`src/rtl/sll_pkg.sv`:
```
// ----------------------------------------------------------------------------
// sll_pkg
// Shared widths, command codes and the controller/datapath command and status
// structs of the static linked list engine.
// ----------------------------------------------------------------------------
package sll_pkg;

  localparam int DATA_W = 32;
  localparam int POS_W  = 6;
  localparam int CNT_W  = 6;
  localparam int CMD_W  = 2;

  // command codes carried in the input tuser
  typedef enum logic [CMD_W-1:0] {
    CMD_INSERT   = 2'd0,
    CMD_DELETE   = 2'd1,
    CMD_TRAVERSE = 2'd2
  } cmd_e_t;

  // link memory read address source
  typedef enum logic [1:0] {
    RD_FREE = 2'd0,  // free list head
    RD_HEAD = 2'd1,  // data list head
    RD_LINK = 2'd2   // link just read
  } rd_sel_t;

  // link memory write address source
  typedef enum logic [1:0] {
    WA_FREE  = 2'd0,
    WA_FRESH = 2'd1,
    WA_CUR   = 2'd2
  } wa_sel_t;

  // link memory write data source
  typedef enum logic {
    WD_LINK  = 1'b0,
    WD_FRESH = 1'b1
  } wd_sel_t;

  // kind of result loaded into the output register
  typedef enum logic [1:0] {
    OK_DONE  = 2'd0,
    OK_ERR   = 2'd1,
    OK_EMPTY = 2'd2,
    OK_ELEM  = 2'd3
  } out_kind_t;

  typedef struct packed {
    logic      load_in;
    logic      rd_en;
    rd_sel_t   rd_sel;
    logic      wr_en;
    wa_sel_t   wa_sel;
    wd_sel_t   wd_sel;
    logic      val_wr;
    logic      val_rd;
    logic      fresh_ld;
    logic      walk_start;
    logic      walk_step;
    logic      trav_start;
    logic      cnt_inc;
    logic      cnt_dec;
    logic      emit;
    out_kind_t out_kind;
  } dp_cmd_t;

  typedef struct packed {
    logic ins_bad;
    logic del_bad;
    logic cnt_zero;
    logic rem_zero;
    logic link_zero;
    logic fin;
    logic out_free;
  } dp_sts_t;

endpackage

```
`src/rtl/static_linked_list_engine_top.sv`:
```
// ----------------------------------------------------------------------------
// static_linked_list_engine_top
// Cursor-array linked list: insert before a position, delete at a position,
// traverse in order, with an error status and the element count per result.
// ----------------------------------------------------------------------------
//
//  channel   ports                          direction  items
//  --------  -----------------------------  ---------  -----------------------
//  in        in_tvalid/in_tready/in_tdata/  slave      one command
//            in_tuser
//  out       out_tvalid/out_tready/         master     one result (traverse:
//            out_tdata/out_tlast                       one per element)
//
//  flow: insert and delete walk the link chain up to the position, one link
//  memory read per step; traverse sends one element per cycle while the
//  output is taken; a rejected command goes straight to its response.
//  reset: rst_n synchronous active low; the link array's reset image comes
//  from per-entry valid bits, so the block takes commands right after reset.
//  stalls: the output register lets a command be accepted while a result
//  waits; a traverse holds its walk while out_tready is low.
// ----------------------------------------------------------------------------
module static_linked_list_engine_top #(
  parameter int NODES = 32
) (
  input  logic        clk,
  input  logic        rst_n,
  // command channel
  input  logic        in_tvalid,
  output logic        in_tready,
  input  logic [39:0] in_tdata,   // position[5:0], value[37:6], zero pad[39:38]
  input  logic [1:0]  in_tuser,   // cmd[1:0]
  // result channel
  output logic        out_tvalid,
  input  logic        out_tready,
  output logic [39:0] out_tdata,  // status[0], elem[32:1], is_empty[33], count[39:34]
  output logic        out_tlast   // last result of the item
);
  import sll_pkg::*;

  dp_cmd_t           dp_cmd;
  dp_sts_t           dp_sts;
  logic              res_status;
  logic [DATA_W-1:0] res_elem;
  logic              res_empty;
  logic [CNT_W-1:0]  res_count;

  // controller: walks the command through its steps
  sll_ctrl u_ctrl (
    .clk       (clk),
    .rst_n     (rst_n),
    .in_tvalid (in_tvalid),
    .in_tready (in_tready),
    .in_cmd    (in_tuser),
    .cmd       (dp_cmd),
    .sts       (dp_sts)
  );

  // datapath: memories, cursor, count and the output register
  sll_dp #(
    .NODES (NODES)
  ) u_dp (
    .clk          (clk),
    .rst_n        (rst_n),
    .in_position  (in_tdata[5:0]),
    .in_value     (in_tdata[37:6]),
    .cmd          (dp_cmd),
    .sts          (dp_sts),
    .out_tready   (out_tready),
    .out_tvalid   (out_tvalid),
    .out_status   (res_status),
    .out_elem     (res_elem),
    .out_is_empty (res_empty),
    .out_last     (out_tlast),
    .out_count    (res_count)
  );

  // pack the result fields, highest field first
  assign out_tdata = {res_count, res_empty, res_elem, res_status};

endmodule

```
`src/rtl/sll_dp.sv`:
```
// ----------------------------------------------------------------------------
// sll_dp
// Datapath: link and value memories, walk cursor, element count and the
// output result register.
// ----------------------------------------------------------------------------
module sll_dp #(
  parameter int NODES = 32
) (
  input  logic                          clk,
  input  logic                          rst_n,
  input  logic [sll_pkg::POS_W-1:0]     in_position,
  input  logic [sll_pkg::DATA_W-1:0]    in_value,
  input  sll_pkg::dp_cmd_t              cmd,
  output sll_pkg::dp_sts_t              sts,
  input  logic                          out_tready,
  output logic                          out_tvalid,
  output logic                          out_status,
  output logic [sll_pkg::DATA_W-1:0]    out_elem,
  output logic                          out_is_empty,
  output logic                          out_last,
  output logic [sll_pkg::CNT_W-1:0]     out_count
);
  import sll_pkg::*;

  localparam int              NW   = $clog2(NODES);
  localparam logic [NW-1:0]   HEAD = NW'(NODES - 1);
  localparam logic [CNT_W-1:0] CAP = CNT_W'(NODES - 2);

  // reset image of the link array: free chain 1..NODES-2, data head ends at once
  function automatic logic [NW-1:0] rst_link(input logic [NW-1:0] a);
    logic [NW-1:0] r;
    r = '0;
    if (int'(a) < NODES - 2) begin
      r = a + NW'(1);
    end
    return r;
  endfunction

  logic [NW-1:0]     link_mem [NODES];
  logic [NODES-1:0]  link_vld_r;
  logic [NW-1:0]     link_rdata_r;
  logic [NW-1:0]     link_raddr_r;
  logic              link_rvld_r;
  logic [NW-1:0]     link_q;

  logic [DATA_W-1:0] val_mem [NODES];
  logic [DATA_W-1:0] val_q_r;

  logic [DATA_W-1:0] val_r;
  logic [POS_W-1:0]  pos_r;
  logic [NW-1:0]     cur_r;
  logic [NW-1:0]     fresh_r;
  logic [POS_W-1:0]  rem_r;
  logic [CNT_W-1:0]  n_r;
  logic [CNT_W-1:0]  count_r;

  logic [NW-1:0]     rd_addr;
  logic [NW-1:0]     wr_addr;
  logic [NW-1:0]     wr_data;

  logic              out_valid_r;
  logic              out_status_r;
  logic [DATA_W-1:0] out_elem_r;
  logic              out_empty_r;
  logic              out_last_r;
  logic [CNT_W-1:0]  out_count_r;

  // entries never written read back as their reset image
  assign link_q = link_rvld_r ? link_rdata_r : rst_link(link_raddr_r);

  always_comb begin
    unique case (cmd.rd_sel)
      RD_FREE: rd_addr = '0;
      RD_HEAD: rd_addr = HEAD;
      RD_LINK: rd_addr = link_q;
      default: rd_addr = '0;
    endcase
    unique case (cmd.wa_sel)
      WA_FREE:  wr_addr = '0;
      WA_FRESH: wr_addr = fresh_r;
      WA_CUR:   wr_addr = cur_r;
      default:  wr_addr = '0;
    endcase
    wr_data = (cmd.wd_sel == WD_FRESH) ? fresh_r : link_q;
  end

  // link memory with registered read
  always_ff @(posedge clk) begin
    if (cmd.wr_en) begin
      link_mem[wr_addr] <= wr_data;
    end
    if (cmd.rd_en) begin
      link_rdata_r <= link_mem[rd_addr];
      link_raddr_r <= rd_addr;
    end
  end

  always_ff @(posedge clk) begin
    if (!rst_n) begin
      link_vld_r  <= '0;
      link_rvld_r <= 1'b0;
    end else begin
      if (cmd.wr_en) begin
        link_vld_r[wr_addr] <= 1'b1;
      end
      if (cmd.rd_en) begin
        link_rvld_r <= link_vld_r[rd_addr];
      end
    end
  end

  // value memory, addressed by the link just read
  always_ff @(posedge clk) begin
    if (cmd.val_wr) begin
      val_mem[link_q] <= val_r;
    end
    if (cmd.val_rd) begin
      val_q_r <= val_mem[link_q];
    end
  end

  // item latch and walk cursor
  always_ff @(posedge clk) begin
    if (cmd.load_in) begin
      val_r <= in_value;
      pos_r <= in_position;
    end
    if (cmd.fresh_ld) begin
      fresh_r <= link_q;
    end
    if (cmd.walk_start) begin
      cur_r <= HEAD;
      rem_r <= pos_r - POS_W'(1);
    end else if (cmd.walk_step) begin
      cur_r <= link_q;
      rem_r <= rem_r - POS_W'(1);
    end
    if (cmd.trav_start) begin
      n_r <= '0;
    end else if (cmd.emit && cmd.out_kind == OK_ELEM) begin
      n_r <= n_r + CNT_W'(1);
    end
  end

  always_ff @(posedge clk) begin
    if (!rst_n) begin
      count_r <= '0;
    end else if (cmd.cnt_inc) begin
      count_r <= count_r + CNT_W'(1);
    end else if (cmd.cnt_dec) begin
      count_r <= count_r - CNT_W'(1);
    end
  end

  // output register
  always_ff @(posedge clk) begin
    if (!rst_n) begin
      out_valid_r <= 1'b0;
    end else if (cmd.emit) begin
      out_valid_r <= 1'b1;
    end else if (out_tready) begin
      out_valid_r <= 1'b0;
    end
  end

  always_ff @(posedge clk) begin
    if (cmd.emit) begin
      out_count_r <= count_r;
      unique case (cmd.out_kind)
        OK_DONE: begin
          out_status_r <= 1'b0;
          out_elem_r   <= '0;
          out_empty_r  <= 1'b0;
          out_last_r   <= 1'b1;
        end
        OK_ERR: begin
          out_status_r <= 1'b1;
          out_elem_r   <= '0;
          out_empty_r  <= 1'b0;
          out_last_r   <= 1'b1;
        end
        OK_EMPTY: begin
          out_status_r <= 1'b0;
          out_elem_r   <= '0;
          out_empty_r  <= 1'b1;
          out_last_r   <= 1'b1;
        end
        OK_ELEM: begin
          out_status_r <= 1'b0;
          out_elem_r   <= val_q_r;
          out_empty_r  <= 1'b0;
          out_last_r   <= sts.fin;
        end
        default: begin
          out_status_r <= 1'b1;
          out_elem_r   <= '0;
          out_empty_r  <= 1'b0;
          out_last_r   <= 1'b1;
        end
      endcase
    end
  end

  assign out_tvalid   = out_valid_r;
  assign out_status   = out_status_r;
  assign out_elem     = out_elem_r;
  assign out_is_empty = out_empty_r;
  assign out_last     = out_last_r;
  assign out_count    = out_count_r;

  // status back to the controller
  always_comb begin
    sts.ins_bad   = (in_position == '0)
                  || ({1'b0, in_position} > ({1'b0, count_r} + 7'd1))
                  || (count_r >= CAP);
    sts.del_bad   = (in_position == '0) || (in_position > count_r);
    sts.cnt_zero  = (count_r == '0);
    sts.rem_zero  = (rem_r == '0);
    sts.link_zero = (link_q == '0);
    sts.fin       = (link_q == '0) || (({1'b0, n_r} + 7'd1) >= {1'b0, count_r});
    sts.out_free  = !out_valid_r || out_tready;
  end

  a_count_cap: assert property (@(posedge clk) disable iff (!rst_n)
    count_r <= CAP) else $error("element count above capacity");

  a_inc_room: assert property (@(posedge clk) disable iff (!rst_n)
    cmd.cnt_inc |-> count_r < CAP) else $error("insert into full store");

  a_emit_free: assert property (@(posedge clk) disable iff (!rst_n)
    cmd.emit |-> (!out_valid_r || out_tready))
    else $error("result overwrites unread result");

endmodule

```
`src/rtl/sll_ctrl.sv`:
```
// ----------------------------------------------------------------------------
// sll_ctrl
// Controller: sequences insert, delete and traverse over the datapath.
// ----------------------------------------------------------------------------
module sll_ctrl (
  input  logic                        clk,
  input  logic                        rst_n,
  input  logic                        in_tvalid,
  output logic                        in_tready,
  input  logic [sll_pkg::CMD_W-1:0]   in_cmd,
  output sll_pkg::dp_cmd_t            cmd,
  input  sll_pkg::dp_sts_t            sts
);
  import sll_pkg::*;

  typedef enum logic [12:0] {
    S_IDLE     = 13'b0000000000001,
    S_I_FRESH  = 13'b0000000000010,
    S_I_POP    = 13'b0000000000100,
    S_I_UNLINK = 13'b0000000001000,
    S_D_START  = 13'b0000000010000,
    S_WALK     = 13'b0000000100000,
    S_I_LINK   = 13'b0000001000000,
    S_D_READ   = 13'b0000010000000,
    S_D_FREE   = 13'b0000100000000,
    S_D_HEAD   = 13'b0001000000000,
    S_T_START  = 13'b0010000000000,
    S_T_FIRST  = 13'b0100000000000,
    S_RESP     = 13'b1000000000000
  } state_t;

  // traverse emits from the S_T_FIRST state code, which this alias names
  localparam state_t S_T_EMIT_ALIAS = S_T_FIRST;

  typedef enum logic [1:0] {
    P_WALK = 2'd0,
    P_EMIT = 2'd1
  } tphase_t;

  state_t    state_r, state_nxt;
  tphase_t   tph_r, tph_nxt;
  logic      is_ins_r, is_ins_nxt;
  out_kind_t kind_r, kind_nxt;
  logic      accept;

  assign in_tready = (state_r == S_IDLE);
  assign accept    = in_tvalid && in_tready;

  always_comb begin
    cmd        = '0;
    cmd.rd_sel = RD_LINK;
    cmd.wa_sel = WA_FREE;
    cmd.wd_sel = WD_LINK;
    cmd.out_kind = kind_r;
    state_nxt  = state_r;
    tph_nxt    = tph_r;
    is_ins_nxt = is_ins_r;
    kind_nxt   = kind_r;

    unique case (state_r)
      S_IDLE: begin
        tph_nxt = P_WALK;
        if (accept) begin
          cmd.load_in = 1'b1;
          unique case (cmd_e_t'(in_cmd))
            CMD_INSERT: begin
              is_ins_nxt = 1'b1;
              if (sts.ins_bad) begin
                kind_nxt  = OK_ERR;
                state_nxt = S_RESP;
              end else begin
                state_nxt = S_I_FRESH;
              end
            end
            CMD_DELETE: begin
              is_ins_nxt = 1'b0;
              if (sts.del_bad) begin
                kind_nxt  = OK_ERR;
                state_nxt = S_RESP;
              end else begin
                state_nxt = S_D_START;
              end
            end
            CMD_TRAVERSE: begin
              if (sts.cnt_zero) begin
                kind_nxt  = OK_EMPTY;
                state_nxt = S_RESP;
              end else begin
                state_nxt = S_T_START;
              end
            end
            default: begin
              kind_nxt  = OK_ERR;
              state_nxt = S_RESP;
            end
          endcase
        end
      end
      S_I_FRESH: begin
        cmd.rd_en  = 1'b1;
        cmd.rd_sel = RD_FREE;
        state_nxt  = S_I_POP;
      end
      S_I_POP: begin
        cmd.fresh_ld = 1'b1;
        cmd.val_wr   = 1'b1;
        cmd.rd_en    = 1'b1;
        cmd.rd_sel   = RD_LINK;
        state_nxt    = S_I_UNLINK;
      end
      S_I_UNLINK: begin
        cmd.wr_en      = 1'b1;
        cmd.wa_sel     = WA_FREE;
        cmd.wd_sel     = WD_LINK;
        cmd.rd_en      = 1'b1;
        cmd.rd_sel     = RD_HEAD;
        cmd.walk_start = 1'b1;
        state_nxt      = S_WALK;
      end
      S_D_START: begin
        cmd.rd_en      = 1'b1;
        cmd.rd_sel     = RD_HEAD;
        cmd.walk_start = 1'b1;
        state_nxt      = S_WALK;
      end
      S_WALK: begin
        if (!sts.rem_zero) begin
          cmd.walk_step = 1'b1;
          cmd.rd_en     = 1'b1;
          cmd.rd_sel    = RD_LINK;
        end else if (is_ins_r) begin
          // fresh node takes over the link of its predecessor
          cmd.wr_en  = 1'b1;
          cmd.wa_sel = WA_FRESH;
          cmd.wd_sel = WD_LINK;
          state_nxt  = S_I_LINK;
        end else begin
          cmd.fresh_ld = 1'b1;
          cmd.rd_en    = 1'b1;
          cmd.rd_sel   = RD_LINK;
          state_nxt    = S_D_READ;
        end
      end
      S_I_LINK: begin
        cmd.wr_en   = 1'b1;
        cmd.wa_sel  = WA_CUR;
        cmd.wd_sel  = WD_FRESH;
        cmd.cnt_inc = 1'b1;
        kind_nxt    = OK_DONE;
        state_nxt   = S_RESP;
      end
      S_D_READ: begin
        cmd.wr_en  = 1'b1;
        cmd.wa_sel = WA_CUR;
        cmd.wd_sel = WD_LINK;
        cmd.rd_en  = 1'b1;
        cmd.rd_sel = RD_FREE;
        state_nxt  = S_D_FREE;
      end
      S_D_FREE: begin
        cmd.wr_en  = 1'b1;
        cmd.wa_sel = WA_FRESH;
        cmd.wd_sel = WD_LINK;
        state_nxt  = S_D_HEAD;
      end
      S_D_HEAD: begin
        cmd.wr_en   = 1'b1;
        cmd.wa_sel  = WA_FREE;
        cmd.wd_sel  = WD_FRESH;
        cmd.cnt_dec = 1'b1;
        kind_nxt    = OK_DONE;
        state_nxt   = S_RESP;
      end
      S_T_START: begin
        cmd.rd_en      = 1'b1;
        cmd.rd_sel     = RD_HEAD;
        cmd.trav_start = 1'b1;
        tph_nxt        = P_WALK;
        state_nxt      = S_T_FIRST;
      end
      S_T_FIRST: begin
        cmd.out_kind = OK_ELEM;
        if (tph_r == P_WALK) begin
          // first element: fetch its value and link
          cmd.rd_en  = 1'b1;
          cmd.rd_sel = RD_LINK;
          cmd.val_rd = 1'b1;
          tph_nxt    = P_EMIT;
        end else if (sts.out_free) begin
          cmd.emit = 1'b1;
          if (sts.fin) begin
            state_nxt = S_IDLE;
          end else begin
            cmd.rd_en  = 1'b1;
            cmd.rd_sel = RD_LINK;
            cmd.val_rd = 1'b1;
          end
        end
      end
      S_RESP: begin
        if (sts.out_free) begin
          cmd.emit  = 1'b1;
          state_nxt = S_IDLE;
        end
      end
      default: begin
        state_nxt = S_IDLE;
      end
    endcase
  end

  always_ff @(posedge clk) begin
    if (!rst_n) begin
      state_r  <= S_IDLE;
      tph_r    <= P_WALK;
      is_ins_r <= 1'b0;
      kind_r   <= OK_DONE;
    end else begin
      state_r  <= state_nxt;
      tph_r    <= tph_nxt;
      is_ins_r <= is_ins_nxt;
      kind_r   <= kind_nxt;
    end
  end

  a_bad_insert: assert property (@(posedge clk) disable iff (!rst_n)
    (accept && in_cmd == CMD_INSERT && sts.ins_bad) |=> state_r == S_RESP)
    else $error("rejected insert did not go straight to response");

  a_walk_chain: assert property (@(posedge clk) disable iff (!rst_n)
    (state_r == S_WALK && !sts.rem_zero) |-> !sts.link_zero)
    else $error("walk ran off the end of the data chain");

  a_trav_emit: assert property (@(posedge clk) disable iff (!rst_n)
    (state_r == S_T_EMIT_ALIAS && cmd.emit) |-> cmd.out_kind == OK_ELEM)
    else $error("traverse emitted a non-element result");

endmodule

```
`config.mk`:
```
export PLATFORM = sky130hd
export DESIGN_NAME = static_linked_list_engine_top
export DESIGN_NICKNAME = d
export VERILOG_FILES = /design/src/rtl/sll_pkg.sv /design/src/rtl/static_linked_list_engine_top.sv /design/src/rtl/sll_dp.sv /design/src/rtl/sll_ctrl.sv
export SDC_FILE = /design/constraint.sdc
export NUM_CORES = 1
export LEC_CHECK = 0
export ABC_CLOCK_PERIOD_IN_PS = 10300
export BUFFER_PORTS_ARGS = -buffer_cell sky130_fd_sc_hd__buf_2
export CAP_MARGIN = 20
export CORE_ASPECT_RATIO = 0.7
export CORE_MARGIN = 2
export CORE_UTILIZATION = 30
export DETAILED_ROUTE_END_ITERATION = 10
export PLACE_DENSITY = 0.45
export SLEW_MARGIN = 30
export SYNTH_ARGS = -nofsm -noshare
export SYNTH_HDL_FRONTEND = slang
export SYNTH_SLANG_ARGS = --single-unit
```
`constraint.sdc`:
```
create_clock -name clk -period 10.3 [get_ports clk]
set_clock_uncertainty 0.2 [all_clocks]
set_input_delay 2.06 -clock clk [delete_from_list [all_inputs] [get_ports clk]]
set_output_delay 2.06 -clock clk [all_outputs]
set_load 0.02 [all_outputs]
```
Word level (Yosys, flattened, before mapping)

Memories as Yosys holds them, arrays and structs flattened. A register that Yosys moved wholly into a read port is not among the register bits.
Index checks and enable logic that the tools add are counted.

Bits in registers: 164
Bits in writable memories: 1,184
Input port bits: 46
Output and inout bits: 43
Word-level logic and storage cells: 178
Memories kept: 2

Memories:

| name          | depth | width | rd ports | clocked after memory_dff | write ports | line         | source |
|---|---|---|---|---|---|---|---|
| u_dp.val_mem  | 32    | 32    | 1        | 1                        | 1           | sll_dp.sv:46 | `logic [DATA_W-1:0] val_mem [NODES];` |
| u_dp.link_mem | 32    | 5     | 1        | 1                        | 1           | sll_dp.sv:39 | `logic [NW-1:0] link_mem [NODES];` |

Add/sub/neg operators: 8
$lt $le $gt $ge: 8
Equal/unequal tests: 32
Muxes and demuxes: 73
Bitwise gates (word level): 1
Reductions and logical operators: 34

Operator list:

| cell                                                                | number |
|---|---|
| 13-bit one-hot mux with 11 select lines                             | 1 |
| 13-bit two-way mux                                                  | 9 |
| 32-bit one-hot mux with 2 select lines                              | 1 |
| 13-bit one-hot mux with 3 select lines                              | 1 |
| 32-bit OR                                                           | 1 |
| 1-bit two-way mux                                                   | 25 |
| 6-bit two-way mux                                                   | 4 |
| 4-bit one-hot mux with 6 select lines                               | 1 |
| 5-bit one-hot mux with 2 select lines                               | 2 |
| 6-bit zero test                                                     | 3 |
| 6-bit by 1-bit subtractor with 6-bit output (second input constant) | 3 |
| 3-bit two-way mux                                                   | 5 |
| 5-bit two-way mux                                                   | 3 |
| 3-bit one-hot mux with 5 select lines                               | 1 |
| 6-bit by 1-bit adder with 7-bit output (second input constant)      | 2 |
| 13-bit by 1-bit == test with 1-bit output (second input constant)   | 1 |
| 13-bit by 10-bit == test with 1-bit output (second input constant)  | 1 |
| 13-bit by 11-bit == test with 1-bit output (second input constant)  | 1 |
| 13-bit by 12-bit == test with 1-bit output (second input constant)  | 1 |
| 13-bit == test (second input constant)                              | 1 |
| 13-bit by 2-bit == test with 1-bit output (second input constant)   | 1 |
| 13-bit by 3-bit == test with 1-bit output (second input constant)   | 1 |
| 13-bit by 4-bit == test with 1-bit output (second input constant)   | 1 |
| 13-bit by 5-bit == test with 1-bit output (second input constant)   | 1 |
| other kinds (38)                                                    | 85 |

Longest topological paths before layout

Word-level depth: 13
Mapped depth: 18

Cells and area by module

A second synthesis with hierarchy kept.

Cells, all modules: 3,197
Area, all modules: 54,355.9 um^2

By module, submodules not included:

| module                        | instances | cells an instance | area an instance (um^2) |
|---|---|---|---|
| sll_dp                        | 1         | 3,036             | 53,093.4 |
| sll_ctrl                      | 1         | 159               | 1,247.4 |
| static_linked_list_engine_top | 1         | 2                 | 15.0 |

Least setup slack after synthesis

OpenSTA, ideal clock, no wires.

Path kind: input-to-reg
Start: in out_tready
End: reg u_dp.link_raddr_r[0], enable pin
Data arrival time: 4,595 ps
Required time: 9,760 ps
Slack: 5,165 ps
Cell stages on the path: 4
Path buffers: 0
Path through: nor2b_1 > or2_2 > a21oi_1 > or4_1

RTL lines:

| element              | line                                | source |
|---|---|---|
| start, declared      | static_linked_list_engine_top.sv:34 | `input logic out_tready,` |
| end signal, assigned | sll_dp.sv:94                        | `link_raddr_r <= rd_addr;` |
| end, declared        | sll_dp.sv:42                        | `logic [NW-1:0] link_raddr_r;` |

Final worst setup path

Start: reg u_ctrl.state_r[12]
End: reg u_dp.link_rdata_r[3] (read register of u_dp.link_mem) (data pin)

Word-level cells in the longest chain between the ends: 5
Elaborated cells on any way between the ends: 14

RTL lines:

| element                                                                          | line            | source |
|---|---|---|
| start, declared                                                                  | sll_ctrl.sv:40  | `state_t state_r, state_nxt;` |
| start signal, assigned                                                           | sll_ctrl.sv:219 | `state_r <= state_nxt;` |
| 13-bit by 4-bit == test with 1-bit output (tied with other cells)                | sll_ctrl.sv:60  | `unique case (state_r)` |
| 3-bit OR reduction (no line) / 2-bit OR reduction (equally long branches)        | n/a             |  |
| 3-bit one-hot mux with 5 select lines (*)                                        | sll_ctrl.sv:60  |  |
| 2-bit == test / 2-bit by 1-bit == test with 1-bit output (equally long branches) | sll_dp.sv:72    | `unique case (cmd.rd_sel)` |
| 5-bit one-hot mux with 2 select lines                                            | sll_dp.sv:72    |  |
| end, declared                                                                    | sll_dp.sv:41    | `logic [NW-1:0] link_rdata_r;` |

Mark *: on every way between the ends. The rest lies on a longest branch, timed or not.
A chain may end at the register's enable or synchronous reset.

==> results.py <==
metrics = {
    "grt": {
        "grt_use_total_pct": 17.10,
        "grt_pass1_wl_mm": 227.5,
        "grt_pass1_vias": 29560,
        "globalRouteMet2Util_pct": 24.40,
        "overflow": 0,
        "use_met3_pct": 2.624,
        "use_met1_pct": 27.07,
        "grt_max_degree": 129,
        "busiest_layer": "met1",
        "antenna_found_initial": 4,
    },
    "drt": {
        "route.antenna.remaining_nets": 0,
        "num_vias": 30000,
        "drt_iter0_drc": 3118,
        "drtPass1Iterations": 6,
        "drc": 0,
        "wl_per_cell_um": 27.51,
        "drt_wl_total_mm": 160.1,
        "avgViaCountPerCell": 5.154,
    },
    "min_path": {
        "hp-class": "reg2reg",
    },
    "sta": {
        "slew_violations": 0,
        "fin_ws_ns": 3.712,
        "setup_viol": 0,
        "rsz0062_at_grt": "false",
        "timing.final.crit_period_ns": 6.588,
        "finalHoldWorstSlack_ns": 0.2638,
        "slew_headroom_pct": 32.40,
        "fin_crit_sh_pct": 63.96,
        "hold_viol_final": 0,
        "fmax_mhz": 151.8,
        "worst_pin_slew_ns": 1.001,
        "final.setup.tns_ns": 0,
    },
    "synth": {
        "synth_cell_types": 76,
        "syn_inst": 3161,
        "yosysMostFrequentCell": "edfxtp_1",
        "synthAdderAreaFrac_pct": 0.7701,
        "synth_compound_gate_area_share_pct": 5.512,
        "synthSimpleGateAreaFrac_pct": 7.163,
        "synth_top_area_cell": "edfxtp_1",
        "yosysTopAreaCellShare_pct": 72.39,
        "synthArstFlopShare_pct": 0,
        "syn_nets": 3240,
        "seq_area_frac_synth_pct": 74.89,
        "synthesis.area_um2": 54590,
        "synth_area_per_cell_um2": 17.27,
        "synth_top_family_by_area": "multiplexers",
        "yosys-top-cells-count": "edfxtp_1 (1316), nand2_1 (341), mux4_2 (200)",
        "synth_edf_count": 1316,
        "ys_ff_latch": 1384,
        "synthFlopType": "edfxtp_1",
        "synth_area_leaders": "edfxtp_1 (72%), mux4_2 (8.3%), dfxtp_1 (2.5%)",
        "yosys-mux-area-fraction_pct": 9.551,
        "synth-warning-count": 0,
        "synth-xor-area-share_pct": 0.3851,
    },
    "placement": {
        "dp_hpwl_mm": 92.08,
        "place_ws_ns": 3.708,
        "gp_congestion": 0.7846,
        "placed_area_um2": 58480,
        "port_buffers": 86,
    },
    "worst_setup_path": {
        "crit_path_top_delay_cell": "nand3_1",
        "worstPathCellList": "or3_1, nor3_1, nand3_1, and2_1, nand3b_1, inv_1, ha_2, buf_4, and4b_1, a211oi_4, buf_4, inv_2, a211oi_1, o21ai_0, a311oi_1, o211ai_1",
        "cp_max_fo": 36,
        "critical_path.top_delay_family": "simple AND/OR/NAND/NOR gates",
        "worstSetupStartpointType": "flip-flop",
        "worst-path-buf-inv": 4,
        "crit_arrival_ns": 6.90,
        "path_class": "reg2reg",
        "crit_path_frequent_cell": "buf_4",
        "cpPeakStageDelay_ns": 0.75,
        "cp_data_required_time_ns": 10.61,
        "worst_setup_path_end_kind": "flip-flop",
    },
    "pwr": {
        "peakVddDrop_v": 0.0001813,
        "power.density_nw_per_um2": 186.7,
        "finalPower_mw": 11.78,
        "leakage_nw": 20.27,
    },
    "clocking": {
        "cts_tree": "yes",
        "cts.reportedPaths.clkPinSlew_ns": 0.06,
        "cts_sinks": 1384,
        "htree_levels": 4,
        "insertion_delay_ns": 0.79,
        "hold_buffers": 0,
        "clock_path_buffers": 3,
        "cts.root.buffer_cell": "clkbuf_16",
        "cts_setup_buffers": 0,
        "cts_buffers": 144,
        "cts_resized": 0,
    },
    "die": {
        "initial_core_util_pct": 30.32,
        "die_area_um2": 185400,
        "num_rows": 130,
        "dieWidth_um": 513.9,
        "coreArea_um2": 180100,
        "ios": 89,
        "die_h_um": 360.9,
    },
    "outcome": {
        "status": "finished, final reports clean",
    },
    "final_layout": {
        "syn_to_final_growth_pct": 15.63,
        "fin_nets": 3409,
        "fin_area_um2": 63120,
        "drive_gt1_share_pct": 19.34,
    },
    "job": {
        "maxCapViolCount": 0,
    },
}
[power breakdown]
group | internal (mW) | leakage, nW | switching [mW]
logic | 0.129 | 5.64 | 0.271
registers | 6.24 | 12.5 | 0.0567
clock network | 2.85 | 2.18 | 2.24
total | 9.21 | 20.3 | 2.57
[layer usage]
layer / routed length [µm] / part of all wire (%)
met5: 0 / 0
met4: 2432 / 1.5
met3: 9164 / 5.7
met2: 67990 / 42
met1: 80550 / 50
[path summary, 6_finish.rpt]
check	cells past startpoint	slack [ns]	start	endpoint
min	1	0.26	u_dp.link_vld_r[31]$_SDFFE_PN0P_	u_dp.link_vld_r[31]$_SDFFE_PN0P_
min reg2reg	1	0.26	u_dp.link_vld_r[31]$_SDFFE_PN0P_	u_dp.link_vld_r[31]$_SDFFE_PN0P_
max reg2reg	16	3.71	u_ctrl.state_r[12]$_SDFFE_PN0P_	u_dp.link_rdata_r[3]$_DFFE_PP_
max	16	3.71	u_ctrl.state_r[12]$_SDFFE_PN0P_	u_dp.link_rdata_r[3]$_DFFE_PP_
[flip-flops by register name (all words and copies together), names as in the netlist, 2 cells and up]
| name | cells |
|---|---|
| u_dp.val_mem | 1024 |
| u_dp.link_mem | 160 |
| u_dp.link_vld_r | 32 |
| u_dp.out_elem | 32 |
| u_dp.val_q_r | 32 |
| u_dp.val_r | 32 |
| u_ctrl.state_r | 13 |
| u_dp.count_r | 6 |
| u_dp.n_r | 6 |
| u_dp.out_count | 6 |
| u_dp.pos_r | 6 |
| u_dp.rem_r | 6 |
| u_dp.cur_r | 5 |
| u_dp.fresh_r | 5 |
| u_dp.link_raddr_r | 5 |
| u_dp.link_rdata_r | 5 |
| u_ctrl.kind_r | 2 |
[worst register-to-register path: cells and delay by family, from the launching register on]
kind	cells	cell delay (ns)
adder cells (fa/ha/maj)	1	0.64
AND/OR/NAND/NOR	6	2.60
AO/OA/AOI/OAI	5	1.15
buffers and inverters	4	1.37
flip-flops	1	0.36
[logic make-up (layout without fill, tap and decap cells)]
group | Yosys count | after routing
buf+inv | 218 | 500
xor+xnor | 24 | 24
compound gates | 408 | 408
other cells | 0 | 1
fa+ha+maj | 33 | 33
simple gates | 824 | 824
mux | 270 | 270
flops | 1384 | 1384
[cell type report]
class / count / area [µm²]
multi-input combinational: 1559 / 13080
timing repair buffer: 199 / 1511
sequential: 1384 / 40880
clock buffer: 188 / 3894
tap: 2376 / 2973
fill: 16960 / 116900
inverter: 42 / 173.9
antenna: 1 / 2.502
clock inverter: 71 / 605.6
[through the flow]
step,instances,util (%)
3_3_place_gp,5522,32.28
6_report,5820,35.05
2_1_floorplan,3161,-
4_1_cts,5807,34.98
5_1_grt,5819,35.05
3_5_place_dp,5548,32.48
[layout by cell type (no fill, tap or decap), drive strengths merged, types with 48 or more instances in the layout]
master,n
edfxtp,1316
mux2i,63
nor2,141
a22oi,66
dfxtp,68
nand2,342
clkbuf,188
o21ai,57
and3,66
mux4,200
clkinv,55
inv,48
nand3,84
buf,199
a311oi,51
No activity file was read; power rests on OpenSTA's default activity.
